--- config.mk ---
export PLATFORM = sky130hd
export DESIGN_NAME = wsrb_ctrl
export DESIGN_NICKNAME = d
export VERILOG_FILES = /design/src/rtl/core/wsrb_pkg.sv /design/src/rtl/core/wsrb_ctrl.sv
export SDC_FILE = /design/constraint.sdc
export NUM_CORES = 1
export LEC_CHECK = 0
export BUFFER_PORTS_ARGS = -buffer_cell sky130_fd_sc_hd__buf_2
export CORE_AREA = 4 4 41 43
export CTS_CLUSTER_SIZE = 8
export DETAILED_ROUTE_END_ITERATION = 8
export DIE_AREA = 0 0 45 47
export GPL_TIMING_DRIVEN = 0
export SLEW_MARGIN = 20
export SYNTH_ARGS = -nofsm -noshare
export SYNTH_HDL_FRONTEND = slang
export SYNTH_SLANG_ARGS = --single-unit
export TNS_END_PERCENT = 30
--- constraint.sdc ---
create_clock -name clock -period 3.6 [get_ports clock]
set_input_delay 0.72 -clock clock [delete_from_list [all_inputs] [get_ports clock]]
set_output_delay 0.72 -clock clock [all_outputs]
set_load 0.01 [all_outputs]
--- src/rtl/core/wsrb_pkg.sv ---
// Package for the windowed sort release buffer: sizes, entry type,
// sequencer states and the cell and sequencer control structs. No dependencies.
`timescale 1ns / 1ps

package wsrb_pkg;

   localparam int DEPTH     = 32;
   localparam int GRP_W     = 16;
   localparam int POS_W     = 31;
   localparam int TAG_W     = 32;
   localparam int WINDOW_W  = 31;

   localparam logic        ACT_INSERT = 1'b0;
   localparam logic        ACT_FLUSH  = 1'b1;
   localparam logic [POS_W-1:0] CUTOFF_MIN = POS_W'(1);

   typedef struct packed {
      logic [GRP_W-1:0] grp;
      logic [POS_W-1:0] pos;
      logic [TAG_W-1:0] tag;
   } entry_type;

   typedef enum logic [1:0] {
      CELL_HOLD,
      CELL_SHIFT,
      CELL_INSERT
   } cell_cmd_type;

   typedef enum logic [2:0] {
      ST_IDLE,
      ST_DRAIN,
      ST_EMIT_FULL,
      ST_INSERT,
      ST_CUT,
      ST_RELEASE,
      ST_DONE
   } state_type;

   // status seen by the sequencer
   typedef struct packed {
      logic flush;
      logic empty;
      logic full;
      logic grp_diff;
      logic rel_hit;
   } status_type;

   // strobes from the sequencer to the datapath
   typedef struct packed {
      cell_cmd_type cmd;
      logic         latch;
      logic         emit;
      logic         ins;
      logic         cut;
      logic         finish;
   } ctrl_type;

endpackage

--- src/rtl/core/wsrb_ctrl.sv ---
// Sequencer of the buffer: steps each command word through drain, full-buffer emit,
// insert, cutoff and release phases. Depends on wsrb_pkg.
`timescale 1ns / 1ps

module wsrb_ctrl (
   input  logic                clock,
   input  logic                reset,
   input  logic                start,
   input  wsrb_pkg::status_type stat,
   output logic                busy,
   output wsrb_pkg::ctrl_type  ctl
);

   wsrb_pkg::state_type state_ff, state_in;
   logic ins_pend_ff, ins_pend_in;
   logic check_ff, check_in;

   always_comb begin
      state_in    = state_ff;
      ins_pend_in = ins_pend_ff;
      check_in    = check_ff;
      unique case (state_ff)
         wsrb_pkg::ST_IDLE: begin
            if (start) begin
               ins_pend_in = 1'b0;
               check_in    = 1'b0;
               if (stat.flush) begin
                  state_in = wsrb_pkg::ST_DRAIN;
               end else if (stat.empty) begin
                  state_in = wsrb_pkg::ST_INSERT;
               end else if (stat.grp_diff) begin
                  state_in    = wsrb_pkg::ST_DRAIN;
                  ins_pend_in = 1'b1;
               end else if (stat.full) begin
                  state_in = wsrb_pkg::ST_EMIT_FULL;
                  check_in = 1'b1;
               end else begin
                  state_in = wsrb_pkg::ST_INSERT;
                  check_in = 1'b1;
               end
            end
         end
         wsrb_pkg::ST_DRAIN: begin
            if (stat.empty) begin
               state_in = ins_pend_ff ? wsrb_pkg::ST_INSERT : wsrb_pkg::ST_DONE;
            end
         end
         wsrb_pkg::ST_EMIT_FULL: state_in = wsrb_pkg::ST_INSERT;
         wsrb_pkg::ST_INSERT: begin
            state_in = check_ff ? wsrb_pkg::ST_CUT : wsrb_pkg::ST_DONE;
         end
         wsrb_pkg::ST_CUT:     state_in = wsrb_pkg::ST_RELEASE;
         wsrb_pkg::ST_RELEASE: begin
            if (!stat.rel_hit) begin
               state_in = wsrb_pkg::ST_DONE;
            end
         end
         wsrb_pkg::ST_DONE:    state_in = wsrb_pkg::ST_IDLE;
         default:              state_in = wsrb_pkg::ST_IDLE;
      endcase
   end

   always_comb begin
      ctl        = '0;
      ctl.cmd    = wsrb_pkg::CELL_HOLD;
      busy       = 1'b1;
      unique case (state_ff)
         wsrb_pkg::ST_IDLE: begin
            busy      = 1'b0;
            ctl.latch = start;
         end
         wsrb_pkg::ST_DRAIN: begin
            if (!stat.empty) begin
               ctl.cmd  = wsrb_pkg::CELL_SHIFT;
               ctl.emit = 1'b1;
            end
         end
         wsrb_pkg::ST_EMIT_FULL: begin
            ctl.cmd  = wsrb_pkg::CELL_SHIFT;
            ctl.emit = 1'b1;
         end
         wsrb_pkg::ST_INSERT: begin
            ctl.cmd = wsrb_pkg::CELL_INSERT;
            ctl.ins = 1'b1;
         end
         wsrb_pkg::ST_CUT: ctl.cut = 1'b1;
         wsrb_pkg::ST_RELEASE: begin
            if (stat.rel_hit) begin
               ctl.cmd  = wsrb_pkg::CELL_SHIFT;
               ctl.emit = 1'b1;
            end
         end
         wsrb_pkg::ST_DONE: ctl.finish = 1'b1;
         default: ;
      endcase
   end

   always_ff @(posedge clock) begin
      if (reset) begin
         state_ff    <= wsrb_pkg::ST_IDLE;
         ins_pend_ff <= 1'b0;
         check_ff    <= 1'b0;
      end else begin
         state_ff    <= state_in;
         ins_pend_ff <= ins_pend_in;
         check_ff    <= check_in;
      end
   end

endmodule

After elaboration in Yosys (flattened, before gate mapping)
Cells that the tools add are included.
{"block": "op_classes", "eq_ne": 9, "muxes": 27, "reduce_logical": 3}
{"op": "3-bit one-hot mux with 6 select lines", "n": 1}
{"op": "1-bit two-way mux", "n": 16}
{"op": "3-bit two-way mux", "n": 4}
{"op": "3-bit equality test, second input constant", "n": 3}
{"op": "2-bit two-way mux", "n": 4}
{"op": "2-bit one-hot mux with 4 select lines", "n": 1}
{"op": "3-bit by 2-bit equality test with 1-bit output, second input constant", "n": 2}
{"op": "2-bit != test, second input constant", "n": 3}
{"op": "3-bit by 1-bit equality test with 1-bit output, second input constant", "n": 1}
{"op": "3-bit logical NOT", "n": 1}
{"op": "1-bit one-hot mux with 3 select lines", "n": 1}
{"op": "3-bit AND reduction", "n": 1}
{"op": "2-bit AND reduction", "n": 1}
{"block": "word_totals", "regBits": 5, "inputBits": 8}

Longest topological paths before layout
{"block": "depth", "ltp_word": 6, "mapped_depth": 5, "mapped_depth_nobuf": 4}

Least setup slack after synthesis
OpenSTA, ideal clock, no wires.
{"block": "synth_timing", "kind": "input to output", "start": "input stat[0] in the netlist's numbering", "end": "output ctl[3] in the netlist's numbering", "arrival_time_ps": 1121, "slack_ps": 1759, "stages": 3, "n_path_buf": 0, "path_cell_list": "nand2_1 o21ai_0 a31o_2"}
{"item": "start, declared", "line_no": "wsrb_ctrl.sv:9", "source": "input wsrb_pkg::status_type stat,"}
{"item": "end, declared", "line_no": "wsrb_ctrl.sv:11", "source": "output wsrb_pkg::ctrl_type ctl"}

==> impl_metrics.tcl <==
set metrics [dict create \
    post-place-ws_ns 1.504 \
    diodes 0 \
    synth_fp_nets 55 \
    antenna_found_initial 0 \
    htreeDepth 1 \
    power_density_nw_per_um2 564.7 \
    synth-compound-area-share 0.3100 \
    yosysUniqueCellTypes 25 \
    pwr-share-comb 0.503 \
    finalNetCount 75 \
    worstMarginPinSlew_ns 0.3800 \
    internal_power_uw 172.6 \
    muxShareOfSynthArea 0.05333 \
    synth-seq-cells 5 \
    critPathSlowestCell "dfxtp_1" \
    totalWireLength_um 872 \
    cts_buffers 3 \
    nFillCells 159 \
    layout_setup_ws_ns 1.297 \
    vias_per_cell 5.235 \
    multi_input_area_um2 235.2 \
    ctsRootBufferMaster "clkbuf_4" \
    hold_violations 0 \
    max-vdd-ir-drop_mv 0.2350 \
    holdBufCountCts 0 \
    ant_nets 0 \
    grt_pass1_vias 370 \
    p_leak_uw 0.0002312 \
    netlist_area_um2 375.4 \
    groute.usage.overall 0.09731 \
    start_kind "flop" \
    tns_ns 0 \
    synth_xor_area_frac 0 \
    gr-total-overflow 0 \
    status "finished, final reports clean" \
    seq_area_frac_synth 0.2667 \
    critical_path_arrival_ns 1.58 \
    grt_pass1_wl_mm 1.469 \
    drv_slew 0 \
    die_w_um 45 \
    max-clock-path-buffers 2 \
    crit_type "reg -> out" \
    place.gp.congestion 0.7685 \
    switching_share 0.3830 \
    power.switching_uw 107.2 \
    dieArea_um2 2115 \
    drive_above_1_share 0.4091 \
    clk-insertion-delay-late_ns 0.24 \
    clock-sinks 5 \
    first_pass_iters 4 \
    end_kind "primary output" \
    drc_errors 0 \
    p_total_uw 279.8 \
    synth_top_family_by_area "compound AO/OA/AOI/OAI gates" \
    critPathMaxFanout 9 \
    rows 13 \
    avgRoutedWirePerCell_um 10.77 \
    slowest_delay_ns 0.44 \
    period_minus_slack_ns 2.303 \
    synth_warnings 0 \
    path_cells "clkinv_1 -> nor3_1 -> a31o_2 -> buf_2" \
    initial_utilization 0.2885 \
    pin_count 16 \
    required_ns 2.88 \
    hpwl_um 707.3 \
    design_area_um2 495.5 \
    syn_avg_cell_area_um2 7.986 \
    finalClockSkew_ns 0.002305 \
    maxCapViolCount 0 \
    finalCritPeriodShare 0.6397 \
    io_buffer_count 15 \
    hold_path_class "reg -> reg" \
    vias 424 \
    synth_simple_gate_area_frac 0.2633 \
    rsz0062_at_grt "no" \
    first_iter_violations 7 \
    finalSetupViolCount 0 \
    syn_inst 47 \
    cts_resized 0 \
    coreArea_um2 1301 \
    max_freq_mhz 434.2 \
    synth_fa_ha_area_frac 0 \
    clkTransAtPathRegs_ns 0.04 \
    tritoncts "done" \
    dpl_cell_area_um2 469.2 \
    pwr-share-clk 0.223 \
    grt_max_degree 11 \
    die_h_um 47 \
    fin_util 0.3808 \
    cts_setup_buffers 0 \
    p_seq_frac 0.275 \
    relSlewSlack 0.7401 \
    area_growth_pct 32.00 \
    seq_area_um2 100.1 \
]
==> final cells by class <==
class,count,area share
clock buffers,4,0.05303
inverters,4,0.03030
flip-flops and latches,5,0.2020
repair buffers,15,0.1515
plain buffers,2,0.05051
multi-input cells,36,0.4747
well taps,15,0.03788
==> logic make-up after synthesis <==
kind of cell	after synthesis
DFF	5
muxes	2
and+or+nand+nor	17
AOI/OAI and AO/OA	17
buffers and inverters	6
==> worst max-delay path: cells and delay by family, from the launching register on <==
family,cells,cell delay (ns)
AND/OR/NAND/NOR,1,0.37
AO/OA/AOI/OAI,1,0.15
buffers and inverters,2,0.38
flip-flops,1,0.44
==> power by group through the flow <==
stage | Sequential, µW | Clock (µW) | Combinational (µW)
after global placement | 77.8 | 0 | 139
after detailed placement | 77.7 | 0 | 141
after CTS | 76.7 | 65.9 | 141
after floorplan | 74.3 | 0 | 104
final | 76.9 | 62.3 | 141
after global routing | 79.2 | 73.4 | 154
==> final timing paths <==
path	slack [ns]	cells past startpoint	from	to
min reg2reg	0.48	2	ins_pend_ff	ins_pend_ff
min	0.48	2	ins_pend_ff	ins_pend_ff
max reg2reg	2.29	3	state_ff[1]	state_ff[0]
max	1.30	4	state_ff[1]	ctl[5]
==> through the flow <==
| step | hold WS, ns | std cells |
|---|---|---|
| 5_1_grt | 0.5203 | 81 |
| 3_5_place_dp | 0.4637 | 77 |
| 6_report | 0.4837 | 81 |
| 3_3_place_gp | 0.4645 | 77 |
| 4_1_cts | 0.4712 | 81 |
| 2_1_floorplan | 0.4379 | 47 |
==> cells in the final DEF, fill, tap and decap left out <==
| master | instances |
|---|---|
| a2111oi_0 | 1 |
| a211oi_1 | 1 |
| a21oi_1 | 5 |
| a31o_2 | 2 |
| a31oi_1 | 1 |
| and2b_2 | 1 |
| and3_1 | 1 |
| and3_2 | 1 |
| buf_2 | 15 |
| buf_6 | 1 |
| clkbuf_1 | 1 |
| clkbuf_4 | 3 |
| clkbuf_8 | 1 |
| clkinv_1 | 1 |
| dfxtp_1 | 5 |
| inv_1 | 3 |
| mux2i_1 | 2 |
| nand2_1 | 2 |
| nand2b_1 | 1 |
| nand3_1 | 1 |
| nor2_1 | 4 |
| nor2_4 | 1 |
| nor3_1 | 4 |
| o21ai_0 | 4 |
| o311a_1 | 1 |
| o31a_1 | 1 |
| o31ai_2 | 1 |
| or3_4 | 1 |
==> cell usage after synthesis <==
| cell type | count | area, µm² |
|---|---|---|
| a21oi_1 | 5 | 25.02 |
| dfxtp_1 | 5 | 100.1 |
| nor2_1 | 4 | 15.01 |
| nor3_1 | 4 | 20.02 |
| o21ai_0 | 4 | 20.02 |
| inv_1 | 3 | 11.26 |
| a31o_2 | 2 | 17.52 |
| mux2i_1 | 2 | 20.02 |
| nand2_1 | 2 | 7.510 |
| a2111oi_0 | 1 | 8.760 |
| a211oi_1 | 1 | 7.510 |
| a31oi_1 | 1 | 6.260 |
| and2b_2 | 1 | 8.760 |
| and3_1 | 1 | 6.260 |
| and3_2 | 1 | 7.510 |
| buf_6 | 1 | 11.26 |
| clkbuf_8 | 1 | 13.76 |
| clkinv_1 | 1 | 3.750 |
| nand2b_1 | 1 | 6.260 |
| nand3_1 | 1 | 5.000 |
| nor2_4 | 1 | 11.26 |
| o311a_1 | 1 | 10.01 |
| o31a_1 | 1 | 8.760 |
| o31ai_2 | 1 | 12.51 |
| or3_4 | 1 | 11.26 |
==> metal layers <==
| layer | track usage | wire length (µm) | vias to the layer above |
|---|---|---|---|
| li1 | - | - | 211 |
| met1 | 0.1142 | 358 | 186 |
| met2 | 0.1441 | 442 | 23 |
| met3 | 0.02682 | 44 | 4 |
| met4 | 0.08772 | 26 | 0 |
| met5 | 0 | 0 | - |
==> state kept, by name (all words and copies together) (netlist names) <==
signal and flops:
state_ff 3, check_ff 1, ins_pend_ff 1
No activity file was read; power rests on OpenSTA's default activity.
