==> config.mk <==
export PLATFORM = sky130hd
export DESIGN_NAME = wsrb_cell
export DESIGN_NICKNAME = d
export VERILOG_FILES = /design/src/rtl/core/wsrb_pkg.sv /design/src/rtl/core/wsrb_cell.sv
export SDC_FILE = /design/constraint.sdc
export NUM_CORES = 1
export LEC_CHECK = 0
export BUFFER_PORTS_ARGS = -buffer_cell sky130_fd_sc_hd__clkbuf_2
export CAP_MARGIN = 10
export CORE_MARGIN = 3
export CORE_UTILIZATION = 25
export CTS_CLUSTER_DIAMETER = 40
export DETAILED_ROUTE_END_ITERATION = 7
export SLEW_MARGIN = 20
export SYNTH_ARGS = -nofsm -noshare
export SYNTH_HDL_FRONTEND = slang
export SYNTH_SLANG_ARGS = --single-unit
==> constraint.sdc <==
create_clock -name clock -period 8.2 [get_ports clock]
set_clock_uncertainty 0.1 [all_clocks]
set_input_delay 1.23 -clock clock [delete_from_list [all_inputs] [get_ports clock]]
set_output_delay 1.23 -clock clock [all_outputs]
set_load 0.02 [all_outputs]
==> src/rtl/core/wsrb_pkg.sv <==
// Package for the windowed sort release buffer: sizes, entry type,
// sequencer states and the cell and sequencer control structs. No dependencies.
`timescale 1ns / 1ps

package wsrb_pkg;

   localparam int DEPTH     = 32;
   localparam int GRP_W     = 16;
   localparam int POS_W     = 31;
   localparam int TAG_W     = 32;
   localparam int WINDOW_W  = 31;

   localparam logic        ACT_INSERT = 1'b0;
   localparam logic        ACT_FLUSH  = 1'b1;
   localparam logic [POS_W-1:0] CUTOFF_MIN = POS_W'(1);

   typedef struct packed {
      logic [GRP_W-1:0] grp;
      logic [POS_W-1:0] pos;
      logic [TAG_W-1:0] tag;
   } entry_type;

   typedef enum logic [1:0] {
      CELL_HOLD,
      CELL_SHIFT,
      CELL_INSERT
   } cell_cmd_type;

   typedef enum logic [2:0] {
      ST_IDLE,
      ST_DRAIN,
      ST_EMIT_FULL,
      ST_INSERT,
      ST_CUT,
      ST_RELEASE,
      ST_DONE
   } state_type;

   // status seen by the sequencer
   typedef struct packed {
      logic flush;
      logic empty;
      logic full;
      logic grp_diff;
      logic rel_hit;
   } status_type;

   // strobes from the sequencer to the datapath
   typedef struct packed {
      cell_cmd_type cmd;
      logic         latch;
      logic         emit;
      logic         ins;
      logic         cut;
      logic         finish;
   } ctrl_type;

endpackage

==> src/rtl/core/wsrb_cell.sv <==
// One slot of the sorted chain: holds an entry and its valid bit.
// Depends on wsrb_pkg.
`timescale 1ns / 1ps

module wsrb_cell (
   input  logic                  clock,
   input  logic                  reset,
   input  wsrb_pkg::cell_cmd_type cmd,
   input  wsrb_pkg::entry_type   new_ent,
   input  logic                  left_place,
   input  logic                  left_valid,
   input  wsrb_pkg::entry_type   left_ent,
   input  logic                  right_valid,
   input  wsrb_pkg::entry_type   right_ent,
   output logic                  valid,
   output wsrb_pkg::entry_type   ent,
   output logic                  place
);

   logic                valid_ff, valid_in;
   wsrb_pkg::entry_type ent_ff, ent_in;

   // strictly greater keeps equal keys in arrival order
   assign place = !valid_ff || (ent_ff.pos > new_ent.pos);

   always_comb begin
      valid_in = valid_ff;
      ent_in   = ent_ff;
      unique case (cmd)
         wsrb_pkg::CELL_SHIFT: begin
            valid_in = right_valid;
            ent_in   = right_ent;
         end
         wsrb_pkg::CELL_INSERT: begin
            if (left_place) begin
               valid_in = left_valid;
               ent_in   = left_ent;
            end else if (place) begin
               valid_in = 1'b1;
               ent_in   = new_ent;
            end
         end
         default: ;
      endcase
   end

   always_ff @(posedge clock) begin
      if (reset) begin
         valid_ff <= 1'b0;
      end else begin
         valid_ff <= valid_in;
      end
      ent_ff <= ent_in;
   end

   assign valid = valid_ff;
   assign ent   = ent_ff;

endmodule

# ---- Yosys cells after proc, flatten, opt, wreduce, memory -nomap -nowiden
# Cells that the tools add are included.
dict set report classes {
  order_cmp 1
  eq_ne 3
  n_mux 6
  n_reduce_logical 4
}
# op count
set ops {}
lappend ops {{$mux W79} 2}
lappend ops {{$pmux W79 S2} 1}
lappend ops {{$gt A31 B31 Y1} 1}
lappend ops {{$ne A3 B3 Y1 const B} 1}
lappend ops {{$eq A2 B1 Y1 const B} 1}
lappend ops {{$eq A2 B2 Y1 const B} 1}
lappend ops {{$mux W1} 2}
lappend ops {{$pmux W1 S2} 1}
lappend ops {{$reduce_and A2 Y1} 1}
lappend ops {{$reduce_bool A2 Y1} 1}
lappend ops {{$logic_not A1 Y1} 1}
lappend ops {{$logic_or A1 B1 Y1} 1}
dict set report word_totals {
  register_bits 80
  in_bits 244
  output_inout_bits 81
}

# ---- Logic depth before layout (Yosys ltp)
# Gate-level depths: netlist of the first run.
dict set report depth {
  depth_word 5
  mapped_depth 8
  ltp_nobuf 8
}

# ---- Worst setup path after synthesis of the first run
# No wires, ideal clock.
dict set report synth_path {
  kind {input to register}
  from {input new_ent[61] (netlist name)}
  to {register ent_ff (netlist bit ent[0]) (enable)}
  setup_ps 526
  arrival_time_ps 5841
  slack_ps 1733
  cell_stages 8
  n_path_buf 0
  cell_sequence {inv_1 ha_1 nand4_2 nor4_2 nand2b_1 a32oi_1 a211oi_1 o21ai_1}
}
dict set report synth_between {
  elab_chain_len 4
}
# item line
set synth_rtl {}
lappend synth_rtl {{start, declared} wsrb_cell.sv:9} ;# input wsrb_pkg::entry_type new_ent,
lappend synth_rtl {{$gt A31 B31 Y1} wsrb_cell.sv:24} ;# assign place = !valid_ff || (ent_ff.pos > new_ent.pos);
lappend synth_rtl {{$logic_or A1 B1 Y1} wsrb_cell.sv:24}
lappend synth_rtl {{$ne A3 B3 Y1 (no source line)} --}
lappend synth_rtl {{$reduce_and A2 Y1 (no source line)} --}
lappend synth_rtl {{end signal, assigned} wsrb_cell.sv:53} ;# ent_ff <= ent_in;
lappend synth_rtl {{end, declared} wsrb_cell.sv:21} ;# wsrb_pkg::entry_type ent_ff, ent_in;
# Every way passes these cells.
# A chain may end at the register's enable or synchronous reset.

# ---- Final worst setup path of the first run
dict set report layout_path {
  from {input new_ent[62] (netlist name)}
  to {register ent_ff (netlist bit ent[7]) (enable)}
}
# The elaborated chain is that of the path after synthesis.

==> results.tsv, run 1 <==
metric	value	unit
Final ANT Viol Nets	0	
global-route wire length before repair	24100	um
Sequential Power Share	41.8	%
FP Rows	50	
TritonCTS clock tree	done	
Resize count post-CTS	0	
Worst-Skew Late Latency	0.34	ns
Fmax achieved	234	MHz
GP Congestion	0.842	
PwrDens	173	mW/mm2
WL per Instance	15.0	um
Final min period	4.28	ns
initial DRC count	148	
synthesized flop and latch total	80	
Reg-to-Reg End	ent[7]	
Int Power	0.876	mW
CP Buf/Inv Count	3	
CP peak stage delay	0.83	ns
ranking of synthesized cells by area	edfxtp_1 (49%), mux2i_1 (16%), o21ai_0 (8.7%)	
max-slew violation count	0	
CP Class	input pin to register	
Arr. time, crit path	4.15	ns
max-cap violations	0	
crit path from	new_ent[62]	
die area	0.0211	mm2
Leak	3.65	nW
NumNets Final	1052	
largest net degree at the start of global routing	85	
clock share of power	35.7	%
worst reg-to-reg setup slack	4.51	ns
syn_nets	741	
Root Driver	clkbuf_16	
Routed WL	15700	um
vias in the first global route	4592	
cell family with most CP delay	compound AO/OA/AOI/OAI gates	
Vias/cell	4.37	
CP required	8.07	ns
RSZ-0062 raised after global routing	no	
CTS clk-pin slew, worst paths	0.06	ns
Port-buffer cells	324	
status	complete, no violations	
Post-CTS Repair Setup Buffers	0	
crit path max fanout	49	
Crit Reg-Reg Startpoint	ent[58]	
Design Area, Final	0.00705	mm2
Synth Cell Area	0.00485	mm2
Post-DP Area	0.00673	mm2
core box area	0.0189	mm2
most frequent cells in the layout	clkbuf_2 (323), nand2_1 (87), o21ai_0 (84)	
Worst R2R Path Depth	8	
share of layout cells above drive strength 1	44.7	%
Final setup viols	0	
commonest non-fill, non-tap cell in the layout	clkbuf_2	
Synth Instances	466	
drt first pass iters	5	
worst relative slew slack	31.7	%
Worst Tran Pin Value	1.02	ns
Vias	4546	
Crit. End Element	register	
worst-path cell chain	clkbuf_2, inv_1, ha_1, nand4_2, nor4_2, nand2b_1, a32oi_1, a211oi_1, o21ai_4, buf_4	
hold_buf cts	0	
area delta synth->final	45.3	%
Synth area leader	edfxtp_1	
hpwl dp	12800	um
initial core utilization	25.7	%
Hold Vio Cnt, Final	0	
Synth top area share	48.9	%
Power Total	1.22	mW
DRC Markers	0	
fin crit share	52.2	%
P_sw	0.341	mW
slowest CP cell	o21ai_4	
Worst path depth	10	
CTS buffer count	9	
Logic pwr share	22.5	%
GRT Overall Usage	14.4	%
Die Wd	145	um
number of diodes	0	
setup TNS	0	ns
Remaining Overflow, GRT	0	
yosys warns	0	
Worst setup SP type	input pin	
# clock sinks	80	
Cell variety after synth	30	
IO Pins	325	
worst setup path end	ent[7]	
synthesized area per cell	10.4	um2
H-Tree Depth	3	
Switching Share	28.0	%
antenna violations before repair	2	
VDD IR-drop max	0.0807	mV
clk buf depth	2	
register area share after synthesis	49.3	%
Die H	145	um
HP Class	register to register	
-- state kept, by name, indices dropped and copies added (netlist names) --
signal / count
ent: 79
valid: 1
-- per-layer routing --
metal / GRT usage, % / up-vias / wire (um)
met5: 0 / - / 27
met1: 16.6 / 2003 / 6350
li1: - / 2312 / -
met2: 25.0 / 204 / 7750
met4: 5.18 / 4 / 301
met3: 4.59 / 23 / 1240
-- cells by family after synthesis --
kind of cell	after synthesis	synth area share [%]
multiplexers	79	16.3
buffers and inverters	60	4.90
AO/OA/AOI/OAI	107	11.7
flip-flops	80	49.3
adder cells (fa/ha/maj)	31	7.99
AND/OR/NAND/NOR	109	9.85
-- worst min path at each step --
stage               start    end  slack, ns  depth (start not counted)
floorplan           valid  valid       0.48                          2
global placement    valid  valid       0.45                          2
detailed placement  valid  valid       0.45                          2
CTS                 valid  valid       0.45                          2
global route        valid  valid       0.52                          2
finish              valid  valid       0.45                          2
-- layout make-up --
class	instances	area, um2
clock inverter	6	93.8
multi-input combinational	326	2240
tap	260	325
sequential	80	2390
clock buffer	9	225
inverter	33	124
timing repair buffer	327	1650
fill	1984	11800
-- synthesized netlist by cell type (all sizes together) --
cell,n
o32ai,1
a221oi,1
a211oi,1
a22oi,1
nor2,2
buf,13
a21o,2
a21oi,13
a32oi,1
nand3,4
nand2b,3
o21ai,85
clkbuf,14
edfxtp,79
nand3b,1
o211a,1
dfxtp,1
o21a,1
nand4,7
inv,33
ha,31
nor4,2
nor3,2
mux2i,79
nor2b,1
nand2,87
-- worst reg2reg max path, cell delays in order (launching register included) --
cell and delay [ns]:
edfxtp_1 0.42, ha_1 0.34, nand4_1 0.17, nor4_2 0.33
nand2b_1 0.09, a32oi_1 0.22, a211oi_1 0.12, o21ai_4 0.83
buf_4 0.67
-- through the flow --
step                      setup WS, ns  std cells  util [%]  hold slack [ns]
after detailed placement          3.49       1026      35.6            0.447
after global placement            3.59       1026      35.6            0.446
after CTS                         3.85       1041      37.3            0.455
after global routing              3.62       1041      37.3            0.523
after floorplan                   1.73        466         -            0.484
final                             3.92       1041      37.3            0.448
-- power groups by stage --
stage	Sequential [mW]	Combinational [mW]	Clock, mW
final	0.509	0.273	0.434
after global routing	0.513	0.303	0.464
after CTS	0.510	0.278	0.448
after detailed placement	0.518	0.278	0
after global placement	0.517	0.275	0
after floorplan	0.562	0.108	0
(Power assumes the default switching activity.)
==> run 2, diff against run 1 <==
--- a/config.mk
+++ b/config.mk
@@ -5,6 +5,7 @@
 export SDC_FILE = /design/constraint.sdc
 export NUM_CORES = 1
 export LEC_CHECK = 0
+export ABC_AREA = 1
 export BUFFER_PORTS_ARGS = -buffer_cell sky130_fd_sc_hd__clkbuf_2
 export CAP_MARGIN = 10
 export CORE_MARGIN = 3
==> constraint.sdc (replaced) <==
create_clock -name clock -period 4.2 [get_ports clock]
set_clock_uncertainty 0.1 [all_clocks]
set_input_delay 0.63 -clock clock [delete_from_list [all_inputs] [get_ports clock]]
set_output_delay 0.63 -clock clock [all_outputs]
set_load 0.02 [all_outputs]
==> results.tsv, run 2 <==
metric	value	unit	change
Synth top area share	48.3	%	-0.60 points
Hold Path End	valid		
vias in the first global route	5137		+12%
HP Class	input pin to register		
ranking of synthesized cells by area	edfxtp_1 (48%), nand2_1 (16%), a31oi_1 (10%)		
Cell variety after synth	21		-30%
register area	0.00239	mm2	unchanged
Synth area leader	edfxtp_1		
clk buf depth	2		unchanged
most frequent cells in the layout	clkbuf_2 (323), nand2_1 (208), nor2_1 (86)		
Root Driver	clkbuf_16		
CTS buffer count	9		unchanged
Worst setup SP type	register		
TritonCTS clock tree	done		
die area	0.0214	mm2	+1.2%
VDD IR-drop max	0.164	mV	+100%
syn_nets	878		+18%
synth cell count leaders	nand2_1 (209), nor2_1 (87), a31oi_1 (79), edfxtp_1 (79), inv_1 (50)		
commonest non-fill, non-tap cell in the layout	clkbuf_2		
drt first pass iters	4		-1
Synth Cell Area	0.00491	mm2	+1.2%
Fillers	2058		+3.7%
core box area	0.0190	mm2	+0.66%
Main synth FF type	edfxtp_1		
Vias/cell	4.43		+1.5%
Reg-to-Reg End	ent[75]		
antenna violations before repair	0		-2
synthesized area per cell	8.15	um2	-22%
largest net degree at the start of global routing	160		+88%
Die H	146	um	+0.59%
Final setup viols	0		unchanged
Worst Tran Pin Value	0.900	ns	-0.121 ns
GRT Overall Usage	15.8	%	+1.4 points
Port-buffer cells	324		unchanged
Remaining Overflow, GRT	0		unchanged
PwrDens	337	mW/mm2	+95%
Post-CTS Repair Setup Buffers	0		unchanged
Final min period	2.89	ns	
HP Start	reset		
most common cell in the synthesized netlist	nand2_1		
Synth Instances	603		+29%
hold_buf cts	0		unchanged
Die Wd	146	um	+0.59%
initial core utilization	25.8	%	+0.15 points
RSZ-0062 raised after global routing	no		
worst relative slew slack	40.0	%	+8.3 points
H-Tree Depth	3		unchanged
NumNets Final	1183		+12%
global-route wire length before repair	26700	um	+11%
register area share after synthesis	48.7	%	-0.60 points
number of flops mapped to enable cells by yosys	79		unchanged
area delta synth->final	44.5	%	
hold depth	4		+2
crit path from	ent[61]		
Arr. time, crit path	2.16	ns	-1.99 ns
GP Congestion	0.818		-2.9%
worst-path cell chain	ha_1, nand2_1, nor2_1, nand3_1, nor3_2, nand2_1, nand2_1, nand2_2, nand2_1, clkbuf_2		
Crit Reg-Reg Startpoint	ent[61]		
worst hold margin	0.434	ns	-0.0138 ns
initial DRC count	164		+11%
Final ANT Viol Nets	0		unchanged
synthesized flop and latch total	80		unchanged
CTS clk-pin slew, worst paths	0.06	ns	about the same
number of diodes	0		unchanged
fin crit share	68.8	%	
Multi-input gate area	0.00219	mm2	-2.2%
crit path max fanout	3		-94%
CP peak stage delay	0.47	ns	-0.36 ns
Hold Vio Cnt, Final	0		unchanged
max reg flops	79		unchanged
Worst-Skew Late Latency	0.34	ns	about the same
DRC Markers	0		unchanged
# clock sinks	80		unchanged
setup TNS	0	ns	unchanged
share of layout cells above drive strength 1	38.7	%	-6.0 points
CP Class	register to primary output		
Power Total	2.40	mW	+97%
max-cap violations	0		unchanged
worst reg-to-reg setup slack	1.38	ns	-3.13 ns
CP most frequent cell	nand2_1		
Fmax achieved	346	MHz	
Routed WL	17300	um	+11%
yosys warns	0		unchanged
hpwl dp	13600	um	+6.1%
slowest CP cell	edfxtp_1		
ys async rst share	0	%	unchanged
Leak	3.59	nW	-1.5%
Crit. End Element	primary output		
FP Rows	50		unchanged
CP required	3.47	ns	-4.60 ns
status	complete, no violations		
WL per Instance	14.8	um	-1.8%
max-slew violation count	0		unchanged
Resize count post-CTS	0		unchanged
IO Pins	325		unchanged
Vias	5199		+14%
Worst R2R Path Depth	12		+4
-- run 2: cell types whose count changed in the layout (fill, tap and decap cells not counted), moves of 17 or more --
cell	before	now
a31oi_1	0	79
o21ai_0	84	2
inv_1	33	50
nand2_1	87	208
nor2_1	2	86
mux2i_1	79	0
-- run 2: report_power, final --
part / total [mW] / switching, mW / internal, mW
Combinational: 0.556 / 0.338 / 0.218
Sequential: 0.992 / 0.0271 / 0.965
Clock: 0.848 / 0.326 / 0.522
-- run 2: layout make-up --
type / count / area share [%]
Timing Repair Buffer: 328 / 23.6
Sequential cell: 80 / 33.7
Clock buffer: 9 / 3.17
Clock inverter: 7 / 1.32
Inverter: 52 / 2.75
Multi-Input combinational cell: 437 / 30.9
Tap cell: 260 / 4.58
-- run 2: cell families after synthesis --
family                     count (synthesis)  share of synthesized area (%)
AOI/OAI and AO/OA                         94                           11.7
DFF                                       80                           48.7
buffers and inverters                     86                           6.98
adders and majority gates                 31                           7.90
and+or+nand+nor                          312                           24.7
-- run 2: worst max-delay path by stage --
stage | end | slack [ns] | depth (start not counted)
global route | place | 1.12 | 10
floorplan | ent[0] | 0.30 | 14
global placement | ent[17] | 1.04 | 14
finish | place | 1.31 | 10
detailed placement | ent[18] | 1.0 | 14
CTS | place | 1.25 | 10
-- run 2: worst max-delay path, delay by kind of cell, from the launching register on --
| kind | cells | cell delay (ns) |
|---|---|---|
| AND/OR/NAND/NOR | 8 | 0.82 |
| adder cells (fa/ha/maj) | 1 | 0.34 |
| flip-flops | 1 | 0.47 |
| buffers and inverters | 1 | 0.20 |
-- run 2: metal layers --
metal	GRT usage, %	share of wire, %
met3	5.00	7.9
met4	5.13	2.4
met1	19.0	42
met5	0	0
met2	27.0	48
-- run 2: stage by stage --
stage | cells | setup slack [ns] | utilization [%] | area (um2)
global placement | 1157 | 1.04 | 35.7 | 6780
finish | 1173 | 1.31 | 37.3 | 7100
global route | 1173 | 1.12 | 37.3 | 7100
floorplan | 603 | 0.303 | - | 4910
detailed placement | 1157 | 0.996 | 35.7 | 6780
CTS | 1173 | 1.25 | 37.3 | 7100
==> run 3, diff against run 2 <==
==> constraint.sdc (replaced) <==
create_clock -name clock -period 2.89 [get_ports clock]
set_clock_uncertainty 0.1 [all_clocks]
set_input_delay 0.4335 -clock clock [delete_from_list [all_inputs] [get_ports clock]]
set_output_delay 0.4335 -clock clock [all_outputs]
set_load 0.02 [all_outputs]
==> results.tsv, run 3 (synthesis gave the netlist of run 2 again) <==
metric	value	unit	change
status	complete, no violations		
hold_buf cts	0		unchanged
Die Wd	146	um	unchanged
most frequent cells in the layout	clkbuf_2 (323), nand2_1 (208), nor2_1 (86)		
TritonCTS clock tree	done		
Hold Vio Cnt, Final	0		unchanged
die area	0.0214	mm2	unchanged
NumNets Final	1188		+0.42%
fin crit share	89.2	%	
Resize count post-CTS	0		unchanged
GRT Overall Usage	15.6	%	-0.21 points
clock share of power	33.4	%	-2.0 points
initial DRC count	183		+12%
PwrDens	474	mW/mm2	+41%
CP Class	register to primary output		
FP Rows	50		unchanged
Leak	3.61	nW	+0.54%
area delta synth->final	45.4	%	
Final setup viols	0		unchanged
CTS clk-pin slew, worst paths	0.06	ns	about the same
Crit. End Element	primary output		
number of diodes	0		unchanged
H-Tree Depth	3		unchanged
initial core utilization	25.8	%	unchanged
Worst setup SP type	register		
hpwl dp	13900	um	+1.9%
GP Congestion	0.776		-5.1%
vias in the first global route	5145		+0.16%
CP peak stage delay	0.40	ns	-0.07 ns
drt first pass iters	6		+2
Final min period	2.58	ns	
HP Class	input pin to register		
IO Pins	325		unchanged
Worst Tran Pin Value	0.485	ns	-0.415 ns
setup TNS	0	ns	unchanged
Die H	146	um	unchanged
CTS buffer count	9		unchanged
Inst Count DP	1162		+0.43%
max-cap violations	0		unchanged
worst relative slew slack	67.7	%	+28 points
RSZ-0062 raised after global routing	no		
Port-buffer cells	324		unchanged
cell family with most CP delay	simple AND/OR/NAND/NOR gates		
Vias/cell	4.37		-1.4%
worst-path cell chain	ha_1, nand2_1, nor2_2, nand3_1, nor2_2, nand2_1, nand2_1, nand2_1, nand2_1, nand2_2, nand2_1, clkbuf_2		
commonest non-fill, non-tap cell in the layout	clkbuf_2		
# clock sinks	80		unchanged
Switching Share	29.3	%	+0.45 points
P_sw	0.993	mW	+44%
CP required	2.36	ns	-1.11 ns
Sequential Power Share	42.5	%	+1.1 points
CP Buf/Inv Count	1		unchanged
Int Power	2.39	mW	+41%
Post-CTS Repair Setup Buffers	0		unchanged
Routed WL	17000	um	-2.0%
core box area	0.0190	mm2	unchanged
CP most frequent cell	nand2_1		
Arr. time, crit path	2.04	ns	-0.12 ns
Worst-Skew Late Latency	0.34	ns	about the same
max-slew violation count	0		unchanged
Design Area, Final	0.00714	mm2	+0.62%
Post-DP Area	0.00686	mm2	+1.1%
max reg flops	79		unchanged
crit path max fanout	2		-1
Logic pwr share	24.0	%	+0.8 points
share of layout cells above drive strength 1	38.9	%	+0.23 points
WL per Instance	14.4	um	-2.5%
DRC Markers	0		unchanged
Final ANT Viol Nets	0		unchanged
slowest CP cell	edfxtp_1		
Vias	5149		-0.96%
largest net degree at the start of global routing	86		-46%
VDD IR-drop max	0.260	mV	+58%
clk buf depth	2		unchanged
Fmax achieved	388	MHz	
global-route wire length before repair	26700	um	-0.21%
Root Driver	clkbuf_16		
Non-Filler Instances	1178		+0.43%
antenna violations before repair	0		unchanged
Remaining Overflow, GRT	0		unchanged
Place WS	0.333	ns	-0.664 ns
PnR worst setup slack	0.313	ns	-0.997 ns
==> run 3: per-stage QoR <==
step / power [mW] / utilization [%] / hold WS (ns)
after detailed placement: 2.29 / 36.1 / 0.507
after global routing: 3.60 / 37.6 / 0.292
after floorplan: 1.91 / - / 0.477
after global placement: 2.29 / 36.1 / 0.502
final: 3.39 / 37.6 / 0.291
after CTS: 3.45 / 37.6 / 0.275
==> run 3: path summary, 6_finish.rpt <==
kind,startpoint,end,slack [ns],depth (start not counted)
min reg2reg,valid,valid,0.51,4
max,ent[46],place,0.31,12
min,reset,valid,0.29,4
max reg2reg,ent[46],ent[61],0.52,14
==> run 3: per-layer routing <==
metal,vias up,wire length [um],global-route usage (%)
met5,-,0,0
met4,0,198,3.76
met3,13,1520,5.18
met2,219,8440,27.2
met1,2267,6820,18.6
li1,2650,-,-
==> run 3: worst min-delay path, delay by kind of cell <==
kind,cells,cell delay [ns]
buffers and inverters,2,0.17
and+or+nand+nor,2,0.08
==> run 3: power groups by stage <==
stage,logic [mW],clock network [mW],registers [mW]
after floorplan,0.330,0,1.58
after global placement,0.822,0,1.46
after detailed placement,0.828,0,1.47
after CTS,0.830,1.18,1.44
after global routing,0.919,1.23,1.45
final,0.815,1.13,1.44
==> run 3: area by class of cell <==
cell class / instances / area, um2
flip-flops and latches: 80 / 2390
multi-input cells: 437 / 2190
repair buffers: 333 / 1750
well taps: 260 / 325
fillers: 2072 / 11900
inverters: 52 / 195
clock buffers: 10 / 229
clock inverters: 6 / 58.8
